$ cat src/hw/rtl/ldcg_pkg.sv
package ldcg_pkg;

    localparam int DIV_W = 24;
    localparam int DVS_W = 9;
    localparam int CNT_W = 5;

    localparam logic [1:0] CMD_TX     = 2'd0;
    localparam logic [1:0] CMD_REFILL = 2'd1;
    localparam logic [1:0] CMD_QUERY  = 2'd2;

    localparam logic [1:0] CFG_LOW = 2'd0;
    localparam logic [1:0] CFG_ONE = 2'd1;
    localparam logic [1:0] CFG_TEN = 2'd2;

    localparam logic [1:0] BAND_LOW = 2'd0;
    localparam logic [1:0] BAND_ONE = 2'd1;
    localparam logic [1:0] BAND_TEN = 2'd2;

    localparam logic [29:0] ONE_LO_HZ = 30'd868000000;
    localparam logic [29:0] ONE_HI_HZ = 30'd868600000;
    localparam logic [29:0] TEN_LO_HZ = 30'd869400000;
    localparam logic [29:0] TEN_HI_HZ = 30'd869650000;

    localparam logic [19:0] RST_LOW = 20'd3600;
    localparam logic [19:0] RST_ONE = 20'd36000;
    localparam logic [19:0] RST_TEN = 20'd360000;

    // 12.25 + 8 symbols, in quarter symbols
    localparam logic [11:0] BASE_QSYM = 12'd81;
    // x / 500 as ((x >> 2) * ceil(2^28 / 125)) >> 28, exact for x below 2^24
    localparam int          RCP_SHIFT = 28;
    localparam logic [21:0] RCP_125   = 22'd2147484;
    localparam logic [CNT_W-1:0] STEPS_BLK  = 5'd12;
    localparam logic [15:0] MAX_AIR_MS = 16'd19800;

    typedef struct packed {
        logic             start;
        logic [DIV_W-1:0] dividend;
        logic [DVS_W-1:0] divisor;
        logic [CNT_W-1:0] steps;
    } t_div_req;

    typedef struct packed {
        logic             busy;
        logic             done;
        logic [DIV_W-1:0] quotient;
    } t_div_rsp;

endpackage

$ cat src/hw/rtl/ldcg_div.sv
module ldcg_div (
    input  logic              i_clk,
    input  logic              i_rst_n,
    input  ldcg_pkg::t_div_req i_req,
    output ldcg_pkg::t_div_rsp o_rsp
);
    import ldcg_pkg::*;

    logic [DIV_W-1:0] r_quo;
    logic [DVS_W-1:0] r_rem;
    logic [DVS_W-1:0] r_dvs;
    logic [CNT_W-1:0] r_cnt;
    logic             r_busy;
    logic             r_done;

    logic [DVS_W:0]   rem_sh;
    logic             ge;
    logic [DVS_W:0]   rem_sub;

    always_comb begin
        rem_sh  = {r_rem, r_quo[DIV_W-1]};
        ge      = rem_sh >= {1'b0, r_dvs};
        rem_sub = rem_sh - {1'b0, r_dvs};
    end

    always_ff @(posedge i_clk) begin
        if (!i_rst_n) begin
            r_busy <= 1'b0;
            r_done <= 1'b0;
            r_cnt  <= '0;
        end else begin
            r_done <= 1'b0;
            if (i_req.start) begin
                r_quo  <= i_req.dividend;
                r_dvs  <= i_req.divisor;
                r_rem  <= '0;
                r_cnt  <= i_req.steps;
                r_busy <= 1'b1;
            end else if (r_busy) begin
                r_quo <= {r_quo[DIV_W-2:0], ge};
                r_rem <= ge ? rem_sub[DVS_W-1:0] : rem_sh[DVS_W-1:0];
                r_cnt <= r_cnt - CNT_W'(1);
                if (r_cnt == CNT_W'(1)) begin
                    r_busy <= 1'b0;
                    r_done <= 1'b1;
                end
            end
        end
    end

    assign o_rsp.busy     = r_busy;
    assign o_rsp.done     = r_done;
    assign o_rsp.quotient = r_quo;

endmodule

$ cat src/hw/rtl/lora_duty_cycle_gate.sv
// Channel   Handshake                   Payload
// in        i_in_valid / o_in_ready     i_command, i_carrier_hz, i_spreading_factor,
//                                       i_bandwidth_code, i_coding_rate, i_payload_bytes
// out       o_out_valid / i_out_ready   o_granted, o_airtime_ms, o_remaining_ms
// cfg       i_cfg_wr_en                 i_cfg_index, i_cfg_data
//
// Transmit request: the shift-subtract divider runs 12 steps for the payload block
// count, S_MUL shifts the symbol count by spreading factor less bandwidth and S_RCP
// divides by 500 with a reciprocal multiply; the divider is skipped when the payload
// needs no blocks. Refill and query go straight to the final step, S_FIN.
// One item at a time; the next item is taken while a result waits, and its own
// result then holds in the last step until the output register frees.
// Reset is synchronous and loads the register reset values into the budgets.
module lora_duty_cycle_gate (
    input  logic        i_clk,
    input  logic        i_rst_n,
    input  logic        i_cfg_wr_en,
    input  logic [1:0]  i_cfg_index,
    input  logic [19:0] i_cfg_data,
    input  logic        i_in_valid,
    output logic        o_in_ready,
    input  logic [1:0]  i_command,
    input  logic [29:0] i_carrier_hz,
    input  logic [3:0]  i_spreading_factor,
    input  logic [1:0]  i_bandwidth_code,
    input  logic [1:0]  i_coding_rate,
    input  logic [7:0]  i_payload_bytes,
    output logic        o_out_valid,
    input  logic        i_out_ready,
    output logic        o_granted,
    output logic [15:0] o_airtime_ms,
    output logic [19:0] o_remaining_ms
);
    import ldcg_pkg::*;

    typedef enum logic [2:0] {
        S_IDLE,
        S_DIV1,
        S_MUL,
        S_RCP,
        S_FIN
    } t_state;

    t_state      r_state;
    logic [19:0] r_cfg_low, r_cfg_one, r_cfg_ten;
    logic [19:0] r_left_low, r_left_one, r_left_ten;
    logic [1:0]  r_cmd, r_band, r_bw, r_cr;
    logic [3:0]  r_sf;
    logic [6:0]  r_blocks;
    logic [DIV_W-1:0] r_xval;
    logic [15:0] r_air;
    logic        r_out_valid, r_granted;
    logic [15:0] r_airtime;
    logic [19:0] r_remaining;

    t_div_req    div_req;
    t_div_rsp    div_rsp;

    logic        accept, load, fits;
    logic [3:0]  sf_c;
    logic        de;
    logic [1:0]  bw_e, band_in;
    logic [5:0]  den;
    logic [11:0] num_a, num_b, num_up;
    logic        num_pos;
    logic [3:0]  cr5;
    logic [10:0] prod;
    logic [11:0] qsym;
    logic [3:0]  shamt;
    logic [DIV_W-1:0] xval;
    logic [43:0] rcp_prod;
    logic [19:0] cur, cfg_sel, n_left;
    logic        n_granted;
    logic [15:0] n_airtime;
    logic [19:0] n_remaining;

    ldcg_div u_div (
        .i_clk  (i_clk),
        .i_rst_n(i_rst_n),
        .i_req  (div_req),
        .o_rsp  (div_rsp)
    );

    always_comb begin
        accept = i_in_valid && (r_state == S_IDLE);
        load   = (r_state == S_FIN) && (!r_out_valid || i_out_ready);

        if (i_spreading_factor < 4'd7) begin
            sf_c = 4'd7;
        end else if (i_spreading_factor > 4'd12) begin
            sf_c = 4'd12;
        end else begin
            sf_c = i_spreading_factor;
        end
        de      = sf_c >= 4'd11;
        den     = {(sf_c - {2'b00, de, 1'b0}), 2'b00};
        num_a   = {1'b0, i_payload_bytes, 3'b000} + 12'd24;
        num_b   = {6'd0, sf_c, 2'b00};
        num_pos = num_a > num_b;
        num_up  = num_a - num_b + {6'd0, den} - 12'd1;
        bw_e    = (i_bandwidth_code == 2'd3) ? 2'd2 : i_bandwidth_code;

        if (i_carrier_hz >= ONE_LO_HZ && i_carrier_hz <= ONE_HI_HZ) begin
            band_in = BAND_ONE;
        end else if (i_carrier_hz >= TEN_LO_HZ && i_carrier_hz <= TEN_HI_HZ) begin
            band_in = BAND_TEN;
        end else begin
            band_in = BAND_LOW;
        end

        cr5   = {2'b00, r_cr} + 4'd5;
        prod  = 11'(r_blocks) * 11'(cr5);
        qsym  = BASE_QSYM + 12'({prod, 2'b00});
        shamt = r_sf - {2'b00, r_bw};
        xval  = DIV_W'(qsym) << shamt;

        rcp_prod = 44'(r_xval[DIV_W-1:2]) * 44'(RCP_125);

        div_req.start    = accept && i_command == CMD_TX && num_pos;
        div_req.dividend = {num_up, 12'd0};
        div_req.divisor  = {3'b000, den};
        div_req.steps    = STEPS_BLK;

        case (r_band)
            BAND_ONE: begin
                cur     = r_left_one;
                cfg_sel = r_cfg_one;
            end
            BAND_TEN: begin
                cur     = r_left_ten;
                cfg_sel = r_cfg_ten;
            end
            default: begin
                cur     = r_left_low;
                cfg_sel = r_cfg_low;
            end
        endcase
        fits   = {4'd0, r_air} <= cur;
        n_left = cur - {4'd0, r_air};

        n_granted   = 1'b0;
        n_airtime   = '0;
        n_remaining = cur;
        case (r_cmd)
            CMD_TX: begin
                n_airtime = r_air;
                if (fits) begin
                    n_granted   = 1'b1;
                    n_remaining = n_left;
                end
            end
            CMD_REFILL: n_remaining = cfg_sel;
            default: ;
        endcase
    end

    always_ff @(posedge i_clk) begin
        if (!i_rst_n) begin
            r_state     <= S_IDLE;
            r_out_valid <= 1'b0;
            r_cfg_low   <= RST_LOW;
            r_cfg_one   <= RST_ONE;
            r_cfg_ten   <= RST_TEN;
            r_left_low  <= RST_LOW;
            r_left_one  <= RST_ONE;
            r_left_ten  <= RST_TEN;
        end else begin
            if (i_cfg_wr_en) begin
                case (i_cfg_index)
                    CFG_LOW: r_cfg_low <= i_cfg_data;
                    CFG_ONE: r_cfg_one <= i_cfg_data;
                    CFG_TEN: r_cfg_ten <= i_cfg_data;
                    default: ;
                endcase
            end
            if (load) begin
                r_out_valid <= 1'b1;
            end else if (r_out_valid && i_out_ready) begin
                r_out_valid <= 1'b0;
            end
            case (r_state)
                S_IDLE: begin
                    if (accept) begin
                        r_cmd  <= i_command;
                        r_band <= band_in;
                        r_sf   <= sf_c;
                        r_bw   <= bw_e;
                        r_cr   <= i_coding_rate;
                        r_air  <= '0;
                        if (i_command == CMD_TX) begin
                            if (num_pos) begin
                                r_state <= S_DIV1;
                            end else begin
                                r_blocks <= '0;
                                r_state  <= S_MUL;
                            end
                        end else begin
                            r_state <= S_FIN;
                        end
                    end
                end
                S_DIV1: begin
                    if (div_rsp.done) begin
                        r_blocks <= div_rsp.quotient[6:0];
                        r_state  <= S_MUL;
                    end
                end
                S_MUL: begin
                    r_xval  <= xval;
                    r_state <= S_RCP;
                end
                S_RCP: begin
                    r_air   <= rcp_prod[RCP_SHIFT +: 16];
                    r_state <= S_FIN;
                end
                S_FIN: begin
                    if (load) begin
                        r_granted   <= n_granted;
                        r_airtime   <= n_airtime;
                        r_remaining <= n_remaining;
                        case (r_cmd)
                            CMD_TX: begin
                                if (fits) begin
                                    case (r_band)
                                        BAND_ONE: r_left_one <= n_left;
                                        BAND_TEN: r_left_ten <= n_left;
                                        default:  r_left_low <= n_left;
                                    endcase
                                end
                            end
                            CMD_REFILL: begin
                                r_left_low  <= r_cfg_low;
                                r_left_one  <= r_cfg_one;
                                r_left_ten  <= r_cfg_ten;
                            end
                            default: ;
                        endcase
                        r_state <= S_IDLE;
                    end
                end
                default: r_state <= S_IDLE;
            endcase
        end
    end

    assign o_in_ready     = (r_state == S_IDLE);
    assign o_out_valid    = r_out_valid;
    assign o_granted      = r_granted;
    assign o_airtime_ms   = r_airtime;
    assign o_remaining_ms = r_remaining;

    a_deduct: assert property (@(posedge i_clk) disable iff (!i_rst_n)
        (load && r_cmd == CMD_TX && fits) |=> (cur == $past(n_left)))
        else $error("granted airtime not deducted from band budget");

    a_done_state: assert property (@(posedge i_clk) disable iff (!i_rst_n)
        div_rsp.done |-> (r_state == S_DIV1))
        else $error("divider finished outside a divide step");

    a_idle_div: assert property (@(posedge i_clk) disable iff (!i_rst_n)
        o_in_ready |-> !div_rsp.busy)
        else $error("divider busy while taking a new item");

    a_air_max: assert property (@(posedge i_clk) disable iff (!i_rst_n)
        o_out_valid |-> (o_airtime_ms <= MAX_AIR_MS))
        else $error("airtime beyond longest packet");

endmodule
$ cat config.mk
export PLATFORM = sky130hd
export DESIGN_NAME = lora_duty_cycle_gate
export DESIGN_NICKNAME = d
export VERILOG_FILES = /design/src/hw/rtl/ldcg_pkg.sv /design/src/hw/rtl/ldcg_div.sv /design/src/hw/rtl/lora_duty_cycle_gate.sv
export SDC_FILE = /design/constraint.sdc
export NUM_CORES = 1
export LEC_CHECK = 0
export BUFFER_PORTS_ARGS = -buffer_cell sky130_fd_sc_hd__buf_2
export CAP_MARGIN = 20
export CORE_UTILIZATION = 25
export CTS_CLUSTER_DIAMETER = 60
export DETAILED_ROUTE_END_ITERATION = 10
export PLACE_DENSITY = 0.41
export SYNTH_ARGS = -nofsm -noshare
export SYNTH_HDL_FRONTEND = slang
export SYNTH_SLANG_ARGS = --single-unit
$ cat constraint.sdc
create_clock -name i_clk -period 6.2 [get_ports i_clk]
set_input_delay 0.31 -clock i_clk [delete_from_list [all_inputs] [get_ports i_clk]]
set_output_delay 0.31 -clock i_clk [all_outputs]
set_load 0.01 [all_outputs]
Yosys cells after proc, flatten, opt, wreduce, memory -nomap -nowiden --
Index checks and enable logic that the tools add are counted.
Operators by class: $add $sub $neg 11, multipliers 2, div/mod/pow operators 0, $lt $le $gt $ge 10, eq/ne operators 20, shift-type cells 1, mux-type cells 42, bitwise gates (word level) 2, reductions and logical operators 35
Operator list (count):
- case mux 20 bit (2 select lines) | 6
- two-way mux 20 bit | 7
- >= comparator 30 bit (second input constant) | 2
- <= comparator 30 bit (second input constant) | 2
- two-way mux 24 bit | 2
- multiplier 22 x 20 -> 42 bit (second input constant) | 1
- case mux 16 bit (2 select lines) | 1
- two-way mux 7 bit | 4
- << shifter 12 x 4 -> 24 bit | 1
- <= comparator 16 x 20 -> 1 bit | 1
- subtractor 20 x 16 -> 20 bit | 1
- two-way mux 9 bit | 2
- two-way mux 16 bit | 1
- two-way mux 4 bit | 4
- case mux 3 bit (5 select lines) | 1
- AND reduction 5 bit | 3
- case mux 7 bit (2 select lines) | 1
- adder 11 x 5 -> 12 bit (second input constant) | 1
- adder 12 x 6 -> 12 bit | 1
- adder 7 x 12 -> 12 bit (first input constant) | 1
- greater-than comparator 12 x 6 -> 1 bit | 1
- two-way mux 3 bit | 4
- AND reduction 2 bit | 6
- AND reduction 3 bit | 4
- other kinds (31) | 65
Word-level totals: bits in registers 264, latch bits 0, bits in writable memories 0, bits in read-only memories 0, output and inout port bits 39, word-level logic and storage cells 150, memories 0

Logic depth before layout (Yosys ltp) --
Gate-level depths: netlist of the first run.
depth in word-level cells 8, depth in mapped cells 20

Cells and area by module --
From an unflattened synthesis of the first run, not the netlist that was laid out.
Unflattened totals: cells, all modules 2307, area total of the unflattened synthesis 21151.5 µm²
By module, submodules not included:
- lora_duty_cycle_gate | instances 1, cells each 2113, area each 18629.1 µm², sequential area each 5305.1 µm²
- ldcg_div | instances 1, cells each 194, area each 2522.4 µm², sequential area each 1401.3 µm²

Worst setup path before layout of the first run --
OpenSTA, ideal clock, no wires.
path kind reg2reg, start point reg r_xval[4], end point reg r_air[11], data pin, data arrival time 5.335 ns, data required time 5.934 ns, path slack 0.599 ns, stages on the path, launching flop included 21, path buffers 0, period minus slack after synthesis 5.601 ns, cells stage by stage edfxtp_1 -> ha_1 -> ha_1 -> inv_1 -> fa_1 -> fa_1 -> inv_1 -> fa_1 -> fa_1 -> inv_1 -> fa_1 -> inv_1 -> ha_1 -> a211oi_1 -> o21bai_1 -> a211o_1 -> o221ai_1 -> a211oi_1 -> o31ai_1 -> xor2_1 -> nor2_1
On the way: word-level cells in the longest chain between the ends 2
Ends and longest elaborated chain:
- from (decl) | RTL line lora_duty_cycle_gate.sv:50 | logic [DIV_W-1:0] r_xval;
- from (signal assigned) | RTL line lora_duty_cycle_gate.sv:209 | r_xval <= xval;
- multiplier 22 x 20 -> 42 bit | RTL line lora_duty_cycle_gate.sv:117 | rcp_prod = 44'(r_xval[DIV_W-1:2]) * 44'(RCP_125);
- case mux 16 bit (2 select lines) | RTL line lora_duty_cycle_gate.sv:181 | case (r_state)
- to (signal assigned) | RTL line lora_duty_cycle_gate.sv:213 | r_air <= rcp_prod[RCP_SHIFT +: 16];
- to (decl) | RTL line lora_duty_cycle_gate.sv:51 | logic [15:0] r_air;
Every way passes these cells. A chain may end at the register's enable or synchronous reset.

Final worst setup path of the first run --
start point reg r_xval[4], end point reg r_air[14], data pin
Same word-level chain as after synthesis.

==> metrics.cfg, run 1 <==
[logic_synthesis]
synth_edf_count = 131
ys_dominant_reg_cell = edfxtp_1
syn_inst = 2264
synth_seq_cells = 262
syn_avg_cell_area_um2 = 9.19
postSynth.asyncResetShare_pct = 0
yosysWarnings = 0
syn-num-nets = 2687
yosysSeqAreaShare_pct = 31.5
syn_area_um2 = 20800
netlist-cell-type-count = 97

[floorplanning]
floorplan.die_area_um2 = 84300
pin_count = 114
core_um2 = 82200
num_rows = 105
die_y_um = 290
initial_utilization_pct = 25.3
die_x_um = 290

[cts]
cts_made_buffers = 36
clk_latency_ns = 0.57
clk_pin_slew_ns = 0.06
clock-sinks = 262
clockBufferDepth = 3
cts_root_buffer = clkbuf_16
cts_tree = built
htree_levels = 2

[cells_and_area]
syn2layout_area_growth_pct = 16.1
fin_cells = 3484
nets = 2808
drive_gt1_share_pct = 11.6
num-fill-cells = 8662
fin_util_pct = 29.3

[worst_setup_path]
start_kind = flip-flop
critical_path_arrival_ns = 6.31
max_stage_delay_ns = 0.54
r2r_slack_ns = 0.28
rr_worst_depth = 21
path_class = flip-flop to flip-flop
crit_fanout = 6
r2r-start = r_xval[4]
timing.rr.end = r_air[14]
worst_setup_path_end_kind = flip-flop
cp_slowest_cell = fa_1
cp-startpoint = r_xval[4]
cp.required_ns = 6.59
crit_chain = ha_1 > ha_1 > inv_1 > fa_1 > fa_1 > inv_1 > fa_1 > fa_1 > inv_1 > fa_1 > inv_1 > ha_1 > a211oi_1 > o21bai_1 > a211o_1 > o221ai_1 > buf_4 > a211o_1 > nand4_1 > a21oi_1 > mux2i_1
crit_top_cell = fa_1

[placed_design]
dpl.hpwl_mm = 47.2
gp_congestion = 0.869
dp_cells = 3384
port_buffers = 113

[sta]
max_freq_mhz = 169
grt_setup_unrepaired = no
finalHoldViolCount = 0
finalSetupViolCount = 0
max_slew_margin_pct = 25.0
drv_slew = 0
final.period_utilization_pct = 95.4
fin_crit_ns = 5.92
final.setup_skew_ns = 0.0320
fin_tns_setup_ns = 0
worst_pin_slew_ns = 1.12

[global_routing]
antenna_found_initial = 2
grt_pass1_vias = 16900
grt_overflow = 0
grt_pass1_wl_mm = 96.0
grt_usage_pct = 14.4
grt_max_degree = 90

[pwr]
internal-power_mw = 3.68
p_comb_share_pct = 24.1
powerDensity_nw_per_um2 = 223
swShare_pct = 31.6
p_total_mw = 5.38
ir_drop_uv = 154
switchingPower_mw = 1.70
p_seq_share_pct = 36.3
p_leak_nw = 10.2
p_clk_share_pct = 39.6

[min_path]
hold_start = i_bandwidth_code[0]
holdPathEnd = r_bw[0]
hold_depth = 2
hp-class = input port to flip-flop

[routing]
viasPerCell = 4.77
finalWirelength_mm = 61.6
ant_nets = 0
drc = 0
firstDrtPassIters = 5
via_count = 16600
drt_iter0_markers = 827
routedWlPerCell_um = 17.7

[job]
cap_violations = 0

[outcome]
status = finished, final reports clean

## state kept, by name, indices dropped and copies added, names as in the netlist, 20 cells and up
signal,flops
r_cfg_low,20
r_left_low,20
r_xval,22
r_left_ten,20
r_left_one,20
u_div.r_quo,24
r_cfg_ten,20
o_remaining_ms,20
r_cfg_one,20
## per-stage QoR
stage	instance area (µm²)	hold slack, ns	setup WS [ns]
after global placement	22600	0.439	0.261
after CTS	24000	0.0272	0.173
after global routing	24100	0.0505	0.00148
after floorplan	20800	0.409	0.599
after detailed placement	22600	0.447	0.195
final	24100	0.0629	0.285
## per-layer routing
layer / track usage (%) / up-vias / part of all wire (%)
li1: - / 8191 / -
met5: 0 / - / 0.044
met1: 19.5 / 8009 / 47
met3: 2.81 / 82 / 5.2
met4: 3.56 / 4 / 1.9
met2: 23.6 / 341 / 46
## cell type report
class	instances	area [µm²]	area share [%]
flip-flops and latches	262	6560	27.2
inverters	278	1040	4.32
clock buffers	43	937	3.88
clock inverters	23	265	1.10
multi-input cells	1621	12800	53.0
diodes	1	2.50	0.0104
well taps	1070	1340	5.55
repair buffers	186	1200	4.97
## logic make-up (layout without fill, tap and decap cells)
family / Yosys count / count (layout) / synth area share, %
AO/OA/AOI/OAI: 535 / 535 / 17.5
XOR/XNOR: 60 / 60 / 2.64
adder cells (fa/ha/maj): 348 / 348 / 24.8
buffers and inverters: 381 / 530 / 7.22
flip-flops: 262 / 262 / 31.5
multiplexers: 21 / 21 / 1.29
other: 0 / 1 / 0
AND/OR/NAND/NOR: 657 / 657 / 15.0
## layout by cell type, fill, tap and decap left out, types with 8 or more instances in the layout
master         count
nor2b_1           21
a21oi_1          127
fa_1             107
nand2b_1          17
a31oi_1           18
xor2_1            22
a211oi_1          38
and2_1            42
o31ai_1           15
nor2_1           126
o21ai_0          113
mux2i_1           11
ha_1             239
clkbuf_16         36
edfxtp_1         131
nand4_1           12
buf_2            113
a22oi_1           63
xnor2_1           36
inv_1            275
buf_4             46
o21ai_1           10
a21o_1            26
dlygate4sd3_1     25
dfxtp_1          131
nand3_1           50
and3_1            12
o2111ai_1          8
o21a_1            16
o211ai_1          12
nor3_1            63
nand2_1          259
## worst max-delay path: cells and delay by family, from the launching register on
family	cells	cell delay (ns)
flops	1	0.50
simple gates	1	0.13
compound gates	6	1.31
mux	1	0.22
buf+inv	5	0.39
fa+ha+maj	8	3.22
## cell usage after synthesis (9+ instances only)
library cell  number  area, µm²
nand2_1          259        972
and2_1            42        263
inv_1            275       1030
o21ai_0          113        566
xnor2_1           36        315
nand3_1           50        250
nand4_1           12       75.1
ha_1             241       3020
a22oi_1           63        473
buf_2              9       45.0
a31oi_1           18        113
nor2b_1           21        131
a21oi_1          127        636
edfxtp_1         131       3930
o211ai_1          12       90.1
o21ai_1           10       50.1
mux2i_1           11        110
a211oi_1          40        300
nor3b_1            9       67.6
o31ai_1           15        113
fa_1             107       2140
clkbuf_1          81        304
o21a_1            16        120
nand2b_1          17        106
and3_1            12       75.1
xor2_1            22        193
dfxtp_1          131       2620
nor2_1           128        480
nor3_1            63        315
a21o_1            26        195
## power by group through the flow
stage | clock network (mW) | logic (mW) | registers (mW)
final | 2.13 | 1.30 | 1.95
after detailed placement | 0 | 1.28 | 1.99
after global placement | 0 | 1.28 | 1.99
after CTS | 2.20 | 1.30 | 1.95
after floorplan | 0 | 0.922 | 1.97
after global routing | 2.26 | 1.45 | 1.96
## timing repair
item | CTS | global route
resized for setup | 0 | 1
endpoints found under the hold margin | 61 | 0
setup buffers | 0 | 5
setup endpoints to repair | 0 | 6
hold buffers | 25 | 0
## worst max-delay path by stage
| stage | endpoint | slack (ns) | cells past startpoint |
|---|---|---|---|
| after floorplan | r_air[11] | 0.60 | 20 |
| final | r_air[14] | 0.28 | 21 |
| after detailed placement | r_air[9] | 0.20 | 21 |
| after global routing | r_air[9] | 0.001 | 21 |
| after global placement | r_air[9] | 0.26 | 21 |
| after CTS | r_air[9] | 0.17 | 21 |
Note: power is estimated with default switching activity, not from simulation.
==> run 2: changes to the inputs <==
--- a/config.mk
+++ b/config.mk
@@ -5,7 +5,7 @@
 export SDC_FILE = /design/constraint.sdc
 export NUM_CORES = 1
 export LEC_CHECK = 0
-export BUFFER_PORTS_ARGS = -buffer_cell sky130_fd_sc_hd__buf_2
+export BUFFER_PORTS_ARGS = -buffer_cell sky130_fd_sc_hd__buf_4
 export CAP_MARGIN = 20
 export CORE_UTILIZATION = 25
 export CTS_CLUSTER_DIAMETER = 60
==> run 2 against run 1 <==
Effect of this change: sequential cell count is the same; combinational power barely moved; worst setup slack better by 0.054 ns; routed wire length about the same; clock power is 8% higher; critical path type unchanged; largest power group unchanged.
==> metrics.cfg, run 2 (same netlist as run 1, synthesis figures left out) <==
[sta]
final.setup_skew_ns = 0.0260  ; -0.00594 ns
max_slew_margin_pct = 29.8  ; +4.8 points
finalSetupViolCount = 0  ; unchanged
drv_slew = 0  ; unchanged
worst_pin_slew_ns = 1.05  ; -0.0745 ns
final.period_utilization_pct = 94.5  ; -0.87 points
fin_crit_ns = 5.86  ; -0.0541 ns
max_freq_mhz = 171  ; +0.92%
finalHoldViolCount = 0  ; unchanged

[pwr]
p_leak_nw = 10.3  ; +1.7%
p_seq_share_pct = 35.0  ; -1.3 points
swShare_pct = 30.1  ; -1.5 points
powerDensity_nw_per_um2 = 227  ; +1.9%
p_comb_share_pct = 23.6  ; -0.5 points
switchingPower_mw = 1.68  ; -1.2%
p_total_mw = 5.58  ; +3.7%
p_clk_share_pct = 41.4  ; +1.8 points
internal-power_mw = 3.90  ; +6.0%
ir_drop_uv = 148  ; -4.0%

[cells_and_area]
fin_util_pct = 29.9  ; +0.52 points
largest_reg_flops = 24  ; unchanged
multi_input_area_um2 = 12800  ; about the same
drive_gt1_share_pct = 12.0  ; +0.36 points
top_register = u_div.r_quo
final_common_cell = inv_1
final_cell_mix = inv_1, nand2_1, ha_1
final_cell_area_um2 = 24600  ; +1.8%
regArea_um2 = 6560  ; unchanged
syn2layout_area_growth_pct = 18.1
nets = 2810  ; +0.071%
num-fill-cells = 8666  ; +0.046%
reg_top3 = u_div.r_quo x24, r_xval x22
fin_cells = 3487  ; +0.086%

[cts]
htree_levels = 2  ; unchanged
clock-sinks = 262  ; unchanged
cts_made_buffers = 37  ; +2.8%
cts_root_buffer = clkbuf_16
cts_tree = built
clk_latency_ns = 0.56  ; about the same
clockBufferDepth = 3  ; unchanged
clk_pin_slew_ns = 0.06  ; about the same

[floorplanning]
die_x_um = 290  ; unchanged
pin_count = 114  ; unchanged
num_rows = 105  ; unchanged
die_y_um = 290  ; unchanged
core_um2 = 82200  ; unchanged
initial_utilization_pct = 25.3  ; unchanged
floorplan.die_area_um2 = 84300  ; unchanged

[global_routing]
grt_pass1_wl_mm = 97.1  ; +1.1%
grt_max_degree = 71  ; -21%
met1_usage_pct = 20.2  ; +0.76 points
antenna_found_initial = 4  ; +2
met3_usage_pct = 1.92  ; -0.89 points
grt_usage_pct = 14.5  ; +0.037 points
grt_use_met2_pct = 23.8  ; +0.12 points
grt_overflow = 0  ; unchanged
grt_pass1_vias = 17000  ; +0.58%
grt_busiest_layer = met2

[worst_setup_path]
crit_fanout = 6  ; unchanged
worst_setup_path_end_kind = flip-flop
cp.required_ns = 6.59  ; about the same
path_class = flip-flop to flip-flop
start_kind = flip-flop
critical_path_arrival_ns = 6.25  ; -0.06 ns

[placed_design]
gp_congestion = 0.880  ; +1.2%
port_buffers = 113  ; unchanged
dp_cells = 3386  ; +0.059%
place_area_um2 = 22900  ; +1.4%
dpl.hpwl_mm = 47.7  ; +0.97%

[routing]
via_count = 16600  ; -0.042%
drc = 0  ; unchanged
firstDrtPassIters = 6  ; +1
viasPerCell = 4.77  ; -0.13%
finalWirelength_mm = 61.5  ; about the same
routedWlPerCell_um = 17.6  ; -0.16%
ant_nets = 0  ; unchanged
drt_iter0_markers = 940  ; +14%

[min_path]
hp-class = input port to flip-flop

[outcome]
status = finished, final reports clean

[job]
cap_violations = 0  ; unchanged

==> run 2: cell count changes in the layout (fill, tap and decap cells not counted), sizes merged <==
| cell | delta |
|---|---|
| bufinv | +2 |
| clkinv | -3 |
| dlygate4sd3 | -1 |
| inv | -4 |
| clkbuf | +7 |
| buf | +2 |
==> run 2: power by group through the flow <==
stage / clock network, mW / registers [mW] / logic [mW]
2_1_floorplan: 0 / 1.97 / 0.922
3_3_place_gp: 0 / 1.99 / 1.29
3_5_place_dp: 0 / 1.99 / 1.30
4_1_cts: 2.38 / 1.95 / 1.32
5_1_grt: 2.45 / 1.96 / 1.46
6_report: 2.31 / 1.95 / 1.32
==> run 2: metrics by stage <==
step	TNS, ns	worst slack (ns)	hold WS (ns)
6_report	0	0.339	0.0360
2_1_floorplan	0	0.599	0.409
3_3_place_gp	0	0.258	0.440
5_1_grt	-0.00354	-0.00354	0.0271
4_1_cts	0	0.202	0.000236
3_5_place_dp	0	0.232	0.450
==> run 2: critical path: stages (launching register included) <==
cell	delay [ns]
edfxtp_1	0.49
ha_1	0.33
ha_1	0.17
inv_1	0.07
fa_1	0.43
fa_1	0.49
inv_1	0.05
fa_1	0.46
fa_1	0.54
inv_1	0.05
fa_1	0.50
inv_1	0.04
ha_1	0.30
a211oi_1	0.24
o21bai_1	0.13
a211o_1	0.28
o221ai_1	0.19
buf_4	0.18
a211o_1	0.18
nand4_1	0.17
a21oi_2	0.22
mux2i_1	0.19
==> run 2: worst paths after layout <==
| check | startpoint | end | slack [ns] | cells after the start |
|---|---|---|---|---|
| max | r_xval[5] | r_air[14] | 0.34 | 21 |
| min | i_spreading_factor[3] | r_sf[3] | 0.04 | 1 |
| max reg2reg | r_xval[5] | r_air[14] | 0.34 | 21 |
| min reg2reg | r_left_low[0] | r_left_low[0] | 0.46 | 2 |
==> run 2: layer usage <==
metal	part of all wire (%)	up-vias
li1	-	8186
met3	3.5	71
met5	0.073	-
met4	1.5	6
met2	46	304
met1	49	8053
==> run 2: cell type report <==
type / instances / area share, %
sequential: 262 / 26.7
clock inverter: 18 / 1.15
clock buffer: 50 / 4.34
inverter: 278 / 4.25
multi-input combinational: 1621 / 52.1
antenna: 1 / 0.0102
tap: 1070 / 5.45
timing repair buffer: 187 / 6.00
==> run 2: what timing repair did <==
action / CTS / global route
endpoints found under the setup margin: 0 / 7
hold buffers: 24 / 0
endpoints found under the hold margin: 56 / 0
resized for setup: 0 / 4
setup buffers: 0 / 5
